$ cat src/rtl/cse_pkg.sv
// shared types, codes and saturation helpers for the chebyshev series evaluator
`default_nettype none

package cse_pkg;

  // data word and wide intermediate widths
  localparam int WORD_W = 32;
  localparam int WIDE_W = 66;

  // item operation codes
  localparam logic OP_LOAD = 1'b0;
  localparam logic OP_EVAL = 1'b1;

  // configuration register indexes
  localparam int CFG_IDX_W = 1;
  localparam logic [CFG_IDX_W-1:0] REG_INTERVAL_SUM = 1'b0;
  localparam logic [CFG_IDX_W-1:0] REG_INVERSE_SPAN = 1'b1;

  // register reset values
  localparam logic signed [WORD_W-1:0] INTERVAL_SUM_RST = 32'sd0;
  localparam logic signed [WORD_W-1:0] INVERSE_SPAN_RST = 32'sd32768;

  // input item
  typedef struct packed {
    logic                     operation;
    logic [3:0]               coef_index;
    logic signed [WORD_W-1:0] coef_value;
    logic signed [WORD_W-1:0] argument;
    logic [4:0]               term_count;
  } cse_request_t;

  // result item
  typedef struct packed {
    logic signed [WORD_W-1:0] value;
    logic                     saturated;
  } cse_result_t;

  // controller to datapath commands
  typedef struct packed {
    logic load_coef;
    logic start_eval;
    logic zero_result;
    logic map_mul;
    logic map_y;
    logic term_mul;
    logic term_acc;
  } cse_cmd_t;

  // datapath to controller status
  typedef struct packed {
    logic last_term;
  } cse_status_t;

  // true when a wide value leaves the signed word range
  function automatic logic out_of_range(input logic signed [WIDE_W-1:0] v);
    logic signed [WIDE_W-1:0] hi;
    logic signed [WIDE_W-1:0] lo;
    hi = WIDE_W'(32'sh7fffffff);
    lo = WIDE_W'(32'sh80000000);
    return (v > hi) || (v < lo);
  endfunction

  // clamp a wide value to the signed word range
  function automatic logic signed [WORD_W-1:0] clamp_word(input logic signed [WIDE_W-1:0] v);
    logic signed [WIDE_W-1:0] hi;
    logic signed [WIDE_W-1:0] lo;
    hi = WIDE_W'(32'sh7fffffff);
    lo = WIDE_W'(32'sh80000000);
    if (v > hi) begin
      return 32'sh7fffffff;
    end else if (v < lo) begin
      return 32'sh80000000;
    end else begin
      return v[WORD_W-1:0];
    end
  endfunction

endpackage

`default_nettype wire

$ cat src/rtl/cse_controller.sv
// controller: issues load and zero-result commands, sequences argument mapping and one multiply-accumulate per term
`default_nettype none

module cse_controller (
  input  wire                         clk,
  input  wire                         rst,
  input  wire                         start,
  input  wire                         operation,
  input  wire                         zero_count,
  input  wire cse_pkg::cse_status_t   status,
  output cse_pkg::cse_cmd_t           cmd,
  output logic                        busy,
  output logic                        done
);
  import cse_pkg::*;

  localparam logic [2:0] ST_IDLE     = 3'd0;
  localparam logic [2:0] ST_MAP_MUL  = 3'd1;
  localparam logic [2:0] ST_MAP_Y    = 3'd2;
  localparam logic [2:0] ST_TERM_MUL = 3'd3;
  localparam logic [2:0] ST_TERM_ACC = 3'd4;

  logic [2:0] state;
  logic [2:0] state_next;
  logic       done_next;
  logic       accept;

  assign busy   = (state != ST_IDLE);
  assign accept = start && !busy;

  // next state and commands
  always_comb begin
    state_next = state;
    done_next  = 1'b0;
    cmd        = '0;
    case (state)
      ST_IDLE: begin
        if (accept) begin
          if (operation == OP_LOAD) begin
            cmd.load_coef = 1'b1;
          end else if (zero_count) begin
            cmd.zero_result = 1'b1;
            done_next       = 1'b1;
          end else begin
            cmd.start_eval = 1'b1;
            state_next     = ST_MAP_MUL;
          end
        end
      end
      ST_MAP_MUL: begin
        cmd.map_mul = 1'b1;
        state_next  = ST_MAP_Y;
      end
      ST_MAP_Y: begin
        cmd.map_y  = 1'b1;
        state_next = ST_TERM_MUL;
      end
      ST_TERM_MUL: begin
        cmd.term_mul = 1'b1;
        state_next   = ST_TERM_ACC;
      end
      ST_TERM_ACC: begin
        cmd.term_acc = 1'b1;
        if (status.last_term) begin
          done_next  = 1'b1;
          state_next = ST_IDLE;
        end else begin
          state_next = ST_TERM_MUL;
        end
      end
      default: state_next = ST_IDLE;
    endcase
  end

  // state and result strobe
  always_ff @(posedge clk) begin
    if (rst) begin
      state <= ST_IDLE;
      done  <= 1'b0;
    end else begin
      state <= state_next;
      done  <= done_next;
    end
  end

endmodule

`default_nettype wire

$ cat config.mk
export PLATFORM = sky130hd
export DESIGN_NAME = cse_controller
export DESIGN_NICKNAME = d
export VERILOG_FILES = /design/src/rtl/cse_pkg.sv /design/src/rtl/cse_controller.sv
export SDC_FILE = /design/constraint.sdc
export NUM_CORES = 1
export LEC_CHECK = 0
export BUFFER_PORTS_ARGS = -buffer_cell sky130_fd_sc_hd__buf_2
export CORE_AREA = 10 10 47 49
export CTS_CLUSTER_DIAMETER = 40
export DETAILED_ROUTE_END_ITERATION = 6
export DIE_AREA = 0 0 57 59
export PLACE_DENSITY = 0.41
export REMOVE_ABC_BUFFERS = 1
export SLEW_MARGIN = 40
export SYNTH_ARGS = -nofsm -noshare
export SYNTH_HDL_FRONTEND = slang
export SYNTH_SLANG_ARGS = --single-unit
$ cat constraint.sdc
create_clock -name clk -period 1.9 [get_ports clk]
set_input_delay 0.095 -clock clk [delete_from_list [all_inputs] [get_ports clk]]
set_output_delay 0.095 -clock clk [all_outputs]
set_load 0.03 [all_outputs]
* Word level (Yosys, flattened, before mapping) *
Cells that the tools add are included.

operators by class
  eq/ne operators = 7
  reduce and logical (&&, ||, !) cells = 5
  multiplexer cells = 19

operators by type and width
  kind                                            number
  2-to-1 mux 3 bit                                5
  one-hot mux 3 bit (5 select lines)              1
  2-to-1 mux 1 bit                                10
  == test 3 x 2 -> 1 bit (second input constant)  2
  inequality test 2 bit (second input constant)   3
  2-to-1 mux 2 bit                                2
  == test 3 x 1 -> 1 bit (second input constant)  1
  == test 3 bit (second input constant)           1
  logical NOT 3 bit                               1
  AND reduction 3 bit                             1
  nonzero test 3 bit                              1
  one-hot mux 1 bit (2 select lines)              1
  logical AND 1 bit                               1
  logical NOT 1 bit                               1

word-level totals
  logic and storage cells = 33
  register bits = 4
  input bits = 6

* Logic depth before layout (Yosys ltp) *
Gate-level depths: netlist of the first run.

  depth in word-level cells = 5
  mapped depth = 5
  gate-level depth less buffers = 3

* Worst setup path after synthesis of the first run *
Ideal clock, no wire load.

  path kind = register to output
  start = register state[1]
  end = output cmd[6] (netlist name)
  path slack = 0.129 ns
  path buffers = 2
  required time = 1.805 ns
  arrival = 1.676 ns
  cell stages (with the launch flop) = 5
  cells stage by stage = dfxtp_1 buf_6 or3_1 buf_6 nor3b_1

RTL lines
  item                    RTL line              source
  from (decl)             cse_controller.sv:23  logic [2:0] state;
  from (signal assigned)  cse_controller.sv:81  state <= state_next;
  to (decl)               cse_controller.sv:11  output cse_pkg::cse_cmd_t cmd,

==> results of run 1 <==
==> worst max-delay path by stage <==
stage	end	slack (ns)	cells past startpoint
3_3_place_gp	cmd[6]	0.55	3
2_1_floorplan	cmd[6]	0.08	2
5_1_grt	cmd[6]	0.20	3
3_5_place_dp	cmd[5]	0.53	3
4_1_cts	cmd[5]	0.28	3
6_report	cmd[5]	0.31	3
==> cell families (layout without fill, tap and decap cells) <==
logic type	after synthesis	in the layout	share of synthesized area (%)
flip-flops	4	4	31.4
buffers and inverters	2	17	8.82
AND/OR/NAND/NOR	16	16	46.1
AO/OA/AOI/OAI	3	3	13.7
==> per-layer routing <==
metal	vias to the layer above	global-route usage (%)	part of all wire (%)
met3	0	4.29	13
li1	124	-	-
met1	96	5.14	53
met4	0	1.01	0
met2	14	4.03	35
met5	-	0	0
==> power by group <==
group / leakage, nW / internal [mW] / switching, mW
Clock: 0.0138 / 0.0706 / 0.0337
Sequential: 0.0325 / 0.0879 / 0.00584
Combinational: 0.121 / 0.0205 / 0.0356
Total: 0.167 / 0.179 / 0.0752
==> final cells by class <==
type	instances	area share, %
multi-input cells	19	44.2
repair buffers	14	20.3
flip-flops and latches	4	23.2
clock buffers	3	6.52
well taps	16	5.80
==> worst max-delay path: cells and delay by family, from the launching register on <==
| family | cells | cell delay (ns) |
|---|---|---|
| simple gates | 2 | 0.70 |
| flops | 1 | 0.37 |
| buf+inv | 1 | 0.19 |
==> cells in the mapped netlist <==
master,number,area [um2]
nor3b_1,4,30.0
buf_6,2,22.5
o21bai_1,1,7.51
and3b_2,1,10.0
or3b_2,1,8.76
dfxtp_1,4,80.1
nor4_2,1,12.5
nor2b_1,1,6.26
nand3_1,1,5.00
nor2_1,2,7.51
nor3_1,1,5.00
and2b_2,1,8.76
or3_1,1,6.26
a211oi_1,1,7.51
nor4b_1,1,8.76
and3b_1,1,8.76
o2bb2a_4,1,20.0
==> flip-flops by register name (all words and copies together), names as in the netlist <==
signal,flops
done,1
state,3
==> through the flow <==
stage          hold WS (ns)  cell area [um2]  instances
6_report             0.0840              345         56
4_1_cts              0.0784              345         56
3_5_place_dp          0.326              323         53
3_3_place_gp          0.328              323         53
2_1_floorplan         0.167              233         23
5_1_grt              0.0753              345         56
==> results.md, run 1 <==
* Post-Syn Area at 255 um2
* Clock tree sinks at 4
* Final total power at 254 uW
* CTS root buffer: clkbuf_4
* CTS clk-pin slew, worst paths at 0.04 ns
* Cells after synthesis at 25
* DRT antenna net count at 0
* H-tree depth at 1
* Hold EP: done
* CTS tree: built
* Hold path depth at 2
* Number of vias per cell at 4.18
* Clock Skews at 0.00236 ns
* Vias in the first global route at 240
* Post-synthesis register bit count at 4
* Overflow after GRT at 0
* Worst-case clock buffer depth at 2
* Place WS at 0.534 ns
* Worst Setup SP: state[1]
* Crit Path Max Fanout at 9
* Hold Fails Final Rpt at 0
* Wirelength per Cell at 11.5 um
* Most common cell after layout, fill and taps aside: buf_2
* Final setup viols at 0
* Worst reg2reg endpoint: done
* CP Cell Sequence: or3_1 > and2b_2 > buf_2
* N_diodes at 0
* Final nets at 48
* Setup TNS at 0 ns
* Hold path start: rst
* Vias at 234
* Reg2reg setup slack at 0.61 ns
* Delay of the slowest critical-path stage at 0.47 ns
* Yosys warning total at 0
* Setup CP Type: flop to output pin
* Worst hold-check path type: input pin to flop
* Starting Density at 18.2%
* Run status: finished, final reports clean
* WP data required at 1.80 ns
* Unique cell type count in the Yosys netlist at 17
* Origin of the critical flop-to-flop path: state[1]
* Final worst setup slack at 0.308 ns
* First-pass GRT wire length at 1030 um
* Hold_buf cts at 0
* Clk Latency, worst-skew pair at 0.23 ns
* Max Cap Viol at 0
* Slew @ Worst Pin at 0.272 ns
* Initial antenna violation count at 0
* Slowest stage cell, crit path: or3_1
* Largest net degree at the start of global routing at 10
* CTS Buf Count at 3
* Peak supply drop at 0.221 mV
* Syn avg cell area at 10.2 um2
* Synthesis-to-finish area growth at 35.3%
* DIE WIDTH at 57 um
* Final Max Slew Viols at 0
* Setup repair bufs after CTS at 0
* Critical path endpoint category: output pin
* First-pass DRT Iterations at 3
* Power Dens Cells at 736 nW/um2
* # resized after CTS at 0
* CP arrival at 1.50 ns
* Fin crit share at 83.8%
* Num ports at 15
* PortBufs at 14
* DRC at 0
* Dpl hpwl at 539 um
* Tmin final at 1.59 ns
* Max Freq at 628 MHz
* Kind of start point of the critical path: flop
* Reg area at 80.1 um2
* Reg2Reg Depth at 3
* Leakage at 0.167 nW
* Part of the Yosys area used for sequential elements at 31.4%
* Die height at 59 um
* Detailed router's first-iteration violation count at 9
* Multi-input gate area at 153 um2
* Routability congestion estimate at 0.608
* Commonest non-fill, non-tap cells in the layout: buf_2, nor3b_1, dfxtp_1
* Unrepaired setup endpoints after global routing: no
* Row cnt at 14
* Share of cells above drive strength 1 at 55.0%
* Slew margin rel. at 81.9%
* Post-Route Utilization at 24.6%
* Total Wirelength at 646 um
* Layout fillers at 159
* CORE AREA at 1400 um2
* Total GRT Usage at 3.98%
* Die Footprint at 3360 um2
Note: power is estimated with default switching activity, not from simulation.
==> run 2, diff against run 1 <==
--- a/config.mk
+++ b/config.mk
@@ -10,7 +10,7 @@
 export CTS_CLUSTER_DIAMETER = 40
 export DETAILED_ROUTE_END_ITERATION = 6
 export DIE_AREA = 0 0 57 59
-export PLACE_DENSITY = 0.41
+export PLACE_DENSITY = 0.42
 export REMOVE_ABC_BUFFERS = 1
 export SLEW_MARGIN = 40
 export SYNTH_ARGS = -nofsm -noshare
==> constraint.sdc (replaced) <==
create_clock -name clk -period 1.33 [get_ports clk]
set_input_delay 0.0665 -clock clk [delete_from_list [all_inputs] [get_ports clk]]
set_output_delay 0.0665 -clock clk [all_outputs]
set_load 0.03 [all_outputs]
==> results.md, run 2 (synthesized netlist as in run 1, its figures left out) <==
* First-pass GRT wire length at 1160 um (+13%)
* Wirelength per Cell at 11.4 um (-1.3%)
* Total Wirelength at 672 um (+4.0%)
* Layout Cells excl Fill at 59 (+5.4%)
* Max Freq at 729 MHz
* DRC at 0 (unchanged)
* Peak supply drop at 0.330 mV (+50%)
* Setup CP Type: flop to output pin
* Post-Route Utilization at 28.9% (+4.3 points)
* CTS clk-pin slew, worst paths at 0.04 ns (about the same)
* DR WL met2 at 224 um (+0.45%)
* DRT antenna net count at 0 (unchanged)
* Unrepaired setup endpoints after global routing: yes
* Final worst setup slack at -0.0409 ns (-0.349 ns)
* Run status: finished with violations
* H-tree depth at 1 (unchanged)
* Crit Path Max Fanout at 5 (-4)
* Final Cell Area at 405 um2 (+17%)
* Largest register FFs at 3 (unchanged)
* CORE AREA at 1400 um2 (unchanged)
* Clock Skews at 0.00190 ns (-0.000460 ns)
* Overflow after GRT at 0 (unchanged)
* Area post-placement at 345 um2 (+7.0%)
* Detailed router's first-iteration violation count at 1 (-8)
* Synthesis-to-finish area growth at 58.8%
* Layout fillers at 156 (-1.9%)
* Biggest register: state
* Met3 wire len at 85 um (+3.7%)
* Final total power at 382 uW (+50%)
* CTS tree: built
* Multi-input gate area at 173 um2 (+13%)
* Power Dens Cells at 943 nW/um2 (+28%)
* Clk Latency, worst-skew pair at 0.23 ns (about the same)
* Reg area at 81.3 um2 (+1.6%)
* Max Cap Viol at 0 (unchanged)
* Number of vias per cell at 4.15 (-0.62%)
* Vias in the first global route at 270 (+13%)
* Die height at 59 um (unchanged)
* Slew margin rel. at 84.0% (+2.1 points)
* Placed cell count at 56 (+5.7%)
* Hold Fails Final Rpt at 0 (unchanged)
* Final nets at 51 (+6.3%)
* WP data required at 1.26 ns (-0.54 ns)
* Row cnt at 14 (unchanged)
* Fin crit share at 103%
* Num ports at 15 (unchanged)
* Top Registers: state (3), done (1)
* DIE WIDTH at 57 um (unchanged)
* Routability congestion estimate at 0.655 (+7.7%)
* CTS root buffer: clkbuf_4
* Critical path endpoint category: output pin
* Die Footprint at 3360 um2 (unchanged)
* Met1 WL at 363 um (+6.5%)
* Slew @ Worst Pin at 0.237 ns (-0.0348 ns)
* Most common cell after layout, fill and taps aside: buf_2
* Final Max Slew Viols at 0 (unchanged)
* Share of cells above drive strength 1 at 69.8% (+15 points)
* Total GRT Usage at 4.62% (+0.64 points)
* Worst hold slack at 0.0555 ns (-0.0285 ns)
* Tmin final at 1.37 ns
* Worst-case clock buffer depth at 2 (unchanged)
* CTS Buf Count at 3 (unchanged)
* Starting Density at 18.2% (unchanged)
* CP arrival at 1.30 ns (-0.20 ns)
* First-pass DRT Iterations at 3 (unchanged)
* Largest net degree at the start of global routing at 9 (-1)
* PortBufs at 14 (unchanged)
* Top Metal Used: met3
* Violated checks: setup timing
* Worst hold-check path type: input pin to flop
* Kind of start point of the critical path: flop
* Clock tree sinks at 4 (unchanged)
* N_diodes at 0 (unchanged)
* Commonest non-fill, non-tap cells in the layout: buf_2, buf_4, nor3b_2, clkbuf_4, dfxtp_1
* Setup repair bufs after CTS at 0 (unchanged)
* Final setup viols at 2 (+2)
* Vias at 245 (+4.7%)
* Leakage at 0.193 nW (+16%)
* Initial antenna violation count at 0 (unchanged)
-- run 2: cell count changes in the layout (fill, tap and decap cells not counted) --
cell / before / now
buf_2: 14 / 9
buf_4: 0 / 7
buf_6: 0 / 1
dfxtp_1: 4 / 3
dfxtp_2: 0 / 1
nor3b_1: 4 / 1
nor3b_2: 0 / 3
or3_1: 1 / 0
or3_4: 0 / 1
-- run 2: critical path, stage by stage (launching register included) --
cell and delay [ns]:
dfxtp_2 0.31, or3_4 0.41, and2b_2 0.23, buf_6 0.12
-- run 2: final timing paths --
check / end / cells after the start / start / slack [ns]
worst min register to register: done / 2 / state[1] / 0.56
worst min-delay path: state[1] / 2 / rst / 0.06
worst max register to register: state[0] / 3 / state[1] / 0.14
worst max-delay path: cmd[5] / 3 / state[1] / -0.04
-- run 2: final cells by class --
class                      instances  share of cell area [%]
multi-input combinational         19                    42.6
timing repair buffer              17                    26.9
sequential                         4                    20.1
clock buffer                       3                    5.56
tap                               16                    4.94
-- run 2: through the flow --
| stage | TNS (ns) | setup slack, ns |
|---|---|---|
| after floorplan | -0.889 | -0.459 |
| after global routing | -0.186 | -0.0938 |
| after detailed placement | 0 | 0.105 |
| after CTS | -0.100 | -0.0559 |
| after global placement | 0 | 0.114 |
| final | -0.0702 | -0.0409 |
-- run 2: where the power goes --
part,total (mW),internal [mW],switching (mW),leakage [nW]
combinational,0.105,0.0446,0.0600,0.147
clock,0.149,0.101,0.0484,0.0138
sequential,0.128,0.126,0.00240,0.0329
-- run 2: routing by layer --
layer  up-vias  track usage, %
met5         -               0
met4         0            4.03
met3         0            4.51
met2        12            4.81
met1       103            5.11
li1        130               -
-- run 2: what timing repair did --
item                       4_1_cts  5_1_grt
pin swaps                        1        2
gates resized for setup          6        5
hold buffers                     0        0
setup endpoints to repair        3        5
==> run 3, diff against run 2 <==
--- a/config.mk
+++ b/config.mk
@@ -10,6 +10,7 @@
 export CTS_CLUSTER_DIAMETER = 40
 export DETAILED_ROUTE_END_ITERATION = 6
 export DIE_AREA = 0 0 57 59
+export GPL_TIMING_DRIVEN = 0
 export PLACE_DENSITY = 0.42
 export REMOVE_ABC_BUFFERS = 1
 export SLEW_MARGIN = 40
==> results.md, run 3 (synthesized netlist as in run 1, its figures left out) <==
* CP arrival at 1.33 ns (+0.03 ns)
* DIE WIDTH at 57 um (unchanged)
* Num ports at 15 (unchanged)
* Kind of start point of the critical path: flop
* Starting Density at 18.2% (unchanged)
* Reg2Reg Depth at 4 (+1)
* Vias in the first global route at 322 (+19%)
* Dpl hpwl at 541 um
* Row cnt at 14 (unchanged)
* Wirelength per Cell at 13.9 um (+22%)
* N_diodes at 0 (unchanged)
* Share of cells above drive strength 1 at 74.4% (+4.7 points)
* CTS Buf Count at 3 (unchanged)
* Final Max Slew Viols at 0 (unchanged)
* Overflow after GRT at 0 (unchanged)
* CTS root buffer: clkbuf_4
* Max Freq at 715 MHz (-2.0%)
* Unrepaired setup endpoints after global routing: yes
* WP data required at 1.26 ns (about the same)
* Initial antenna violation count at 0 (unchanged)
* Die height at 59 um (unchanged)
* Commonest non-fill, non-tap cells in the layout: buf_2, buf_4, nor3b_2, clkbuf_4
* Final worst setup slack at -0.0686 ns (-0.0277 ns)
* Worst-case clock buffer depth at 2 (unchanged)
* Clock Skews at 0.000365 ns (-0.00154 ns)
* CTS clk-pin slew, worst paths at 0.04 ns (about the same)
* Clk Latency, worst-skew pair at 0.23 ns (about the same)
* Routability congestion estimate at 0.602 (-8.0%)
* Most common cell after layout, fill and taps aside: buf_2
* Worst hold slack at 0.0551 ns (-0.000414 ns)
* Setup CP Type: flop to output pin
* H-tree depth at 1 (unchanged)
* Die Footprint at 3360 um2 (unchanged)
* DRC at 0 (unchanged)
* Final nets at 51 (unchanged)
* Hold path depth at 2 (unchanged)
* Fin crit share at 105% (+2.1 points)
* Worst hold-check path type: input pin to flop
* Synthesis-to-finish area growth at 61.8%
* Final setup viols at 2 (unchanged)
* First-pass GRT wire length at 1260 um (+8.9%)
* Tmin final at 1.40 ns (+0.0277 ns)
* Slew margin rel. at 83.8% (-0.21 points)
* Top Registers: state (3), done (1)
* Critical path endpoint category: output pin
* First-pass DRT Iterations at 2 (-1)
* Crit Path Max Fanout at 5 (unchanged)
* DRT antenna net count at 0 (unchanged)
* Setup TNS at -0.129 ns (-0.0586 ns)
* Detailed router's first-iteration violation count at 3 (+2)
* Hold Fails Final Rpt at 0 (unchanged)
* Clock tree sinks at 4 (unchanged)
* Biggest register: state
* Total GRT Usage at 4.89% (+0.26 points)
* CORE AREA at 1400 um2 (unchanged)
* Vias at 270 (+10%)
* Largest register FFs at 3 (unchanged)
* Leakage at 0.195 nW (+0.70%)
* Hold_buf cts at 0 (unchanged)
* Total Wirelength at 822 um (+22%)
* Violated checks: setup timing
* Run status: finished with violations
* CTS tree: built
* PortBufs at 14 (unchanged)
* Number of vias per cell at 4.58 (+10%)
* Max Cap Viol at 0 (unchanged)
* Slew @ Worst Pin at 0.240 ns (+0.00309 ns)
* Place WS at -0.0134 ns (-0.118 ns)
* Largest net degree at the start of global routing at 10 (+1)
* Power Dens Cells at 933 nW/um2 (-1.0%)
* Final total power at 385 uW (+0.80%)
* Peak supply drop at 0.206 mV (-38%)
[run 3: worst paths after layout]
| path | start | endpoint | slack (ns) |
|---|---|---|---|
| worst max-delay path | state[0] | cmd[5] | -0.07 |
| worst min-delay path | rst | state[2] | 0.06 |
| worst max register to register | state[0] | done | 0.03 |
| worst min register to register | state[0] | done | 0.58 |
[run 3: area by class of cell]
class	instances	area, um2
multi-input combinational	19	173
clock buffer	3	22.5
fill	161	988
sequential	4	88.8
tap	16	20.0
timing repair buffer	17	109
[run 3: metrics by stage]
| step | std cells | area [um2] | utilization [%] |
|---|---|---|---|
| after floorplan | 23 | 233 | - |
| after global placement | 53 | 323 | 23.0 |
| after detailed placement | 53 | 323 | 23.0 |
| after CTS | 59 | 398 | 28.4 |
| after global routing | 59 | 413 | 29.5 |
| final | 59 | 413 | 29.5 |
[run 3: report_power, final]
group / switching (mW) / leakage, nW / total [mW] / internal, mW
clock network: 0.0457 / 0.0138 / 0.146 / 0.101
registers: 0.00316 / 0.0345 / 0.127 / 0.124
logic: 0.0631 / 0.146 / 0.112 / 0.0484
[run 3: critical path, cell delays in order, from the launching register on]
cell and delay, ns:
dfxtp_4 0.33, or3_4 0.41, and2b_2 0.23, buf_6 0.12
[run 3: per-layer routing]
metal | wire, um | GRT usage (%) | part of all wire [%] | vias up
li1 | - | - | - | 130
met1 | 368 | 4.64 | 45 | 128
met2 | 370 | 7.29 | 45 | 12
met3 | 83 | 3.22 | 10 | 0
met4 | 0 | 4.03 | 0 | 0
met5 | 0 | 0 | 0 | -
[run 3: repair_timing]
| action | in CTS | in global routing |
|---|---|---|
| setup buffers | 3 | 0 |
| pin swaps | 2 | 0 |
| endpoints found under the setup margin | 4 | 6 |
| resized for setup | 11 | 4 |
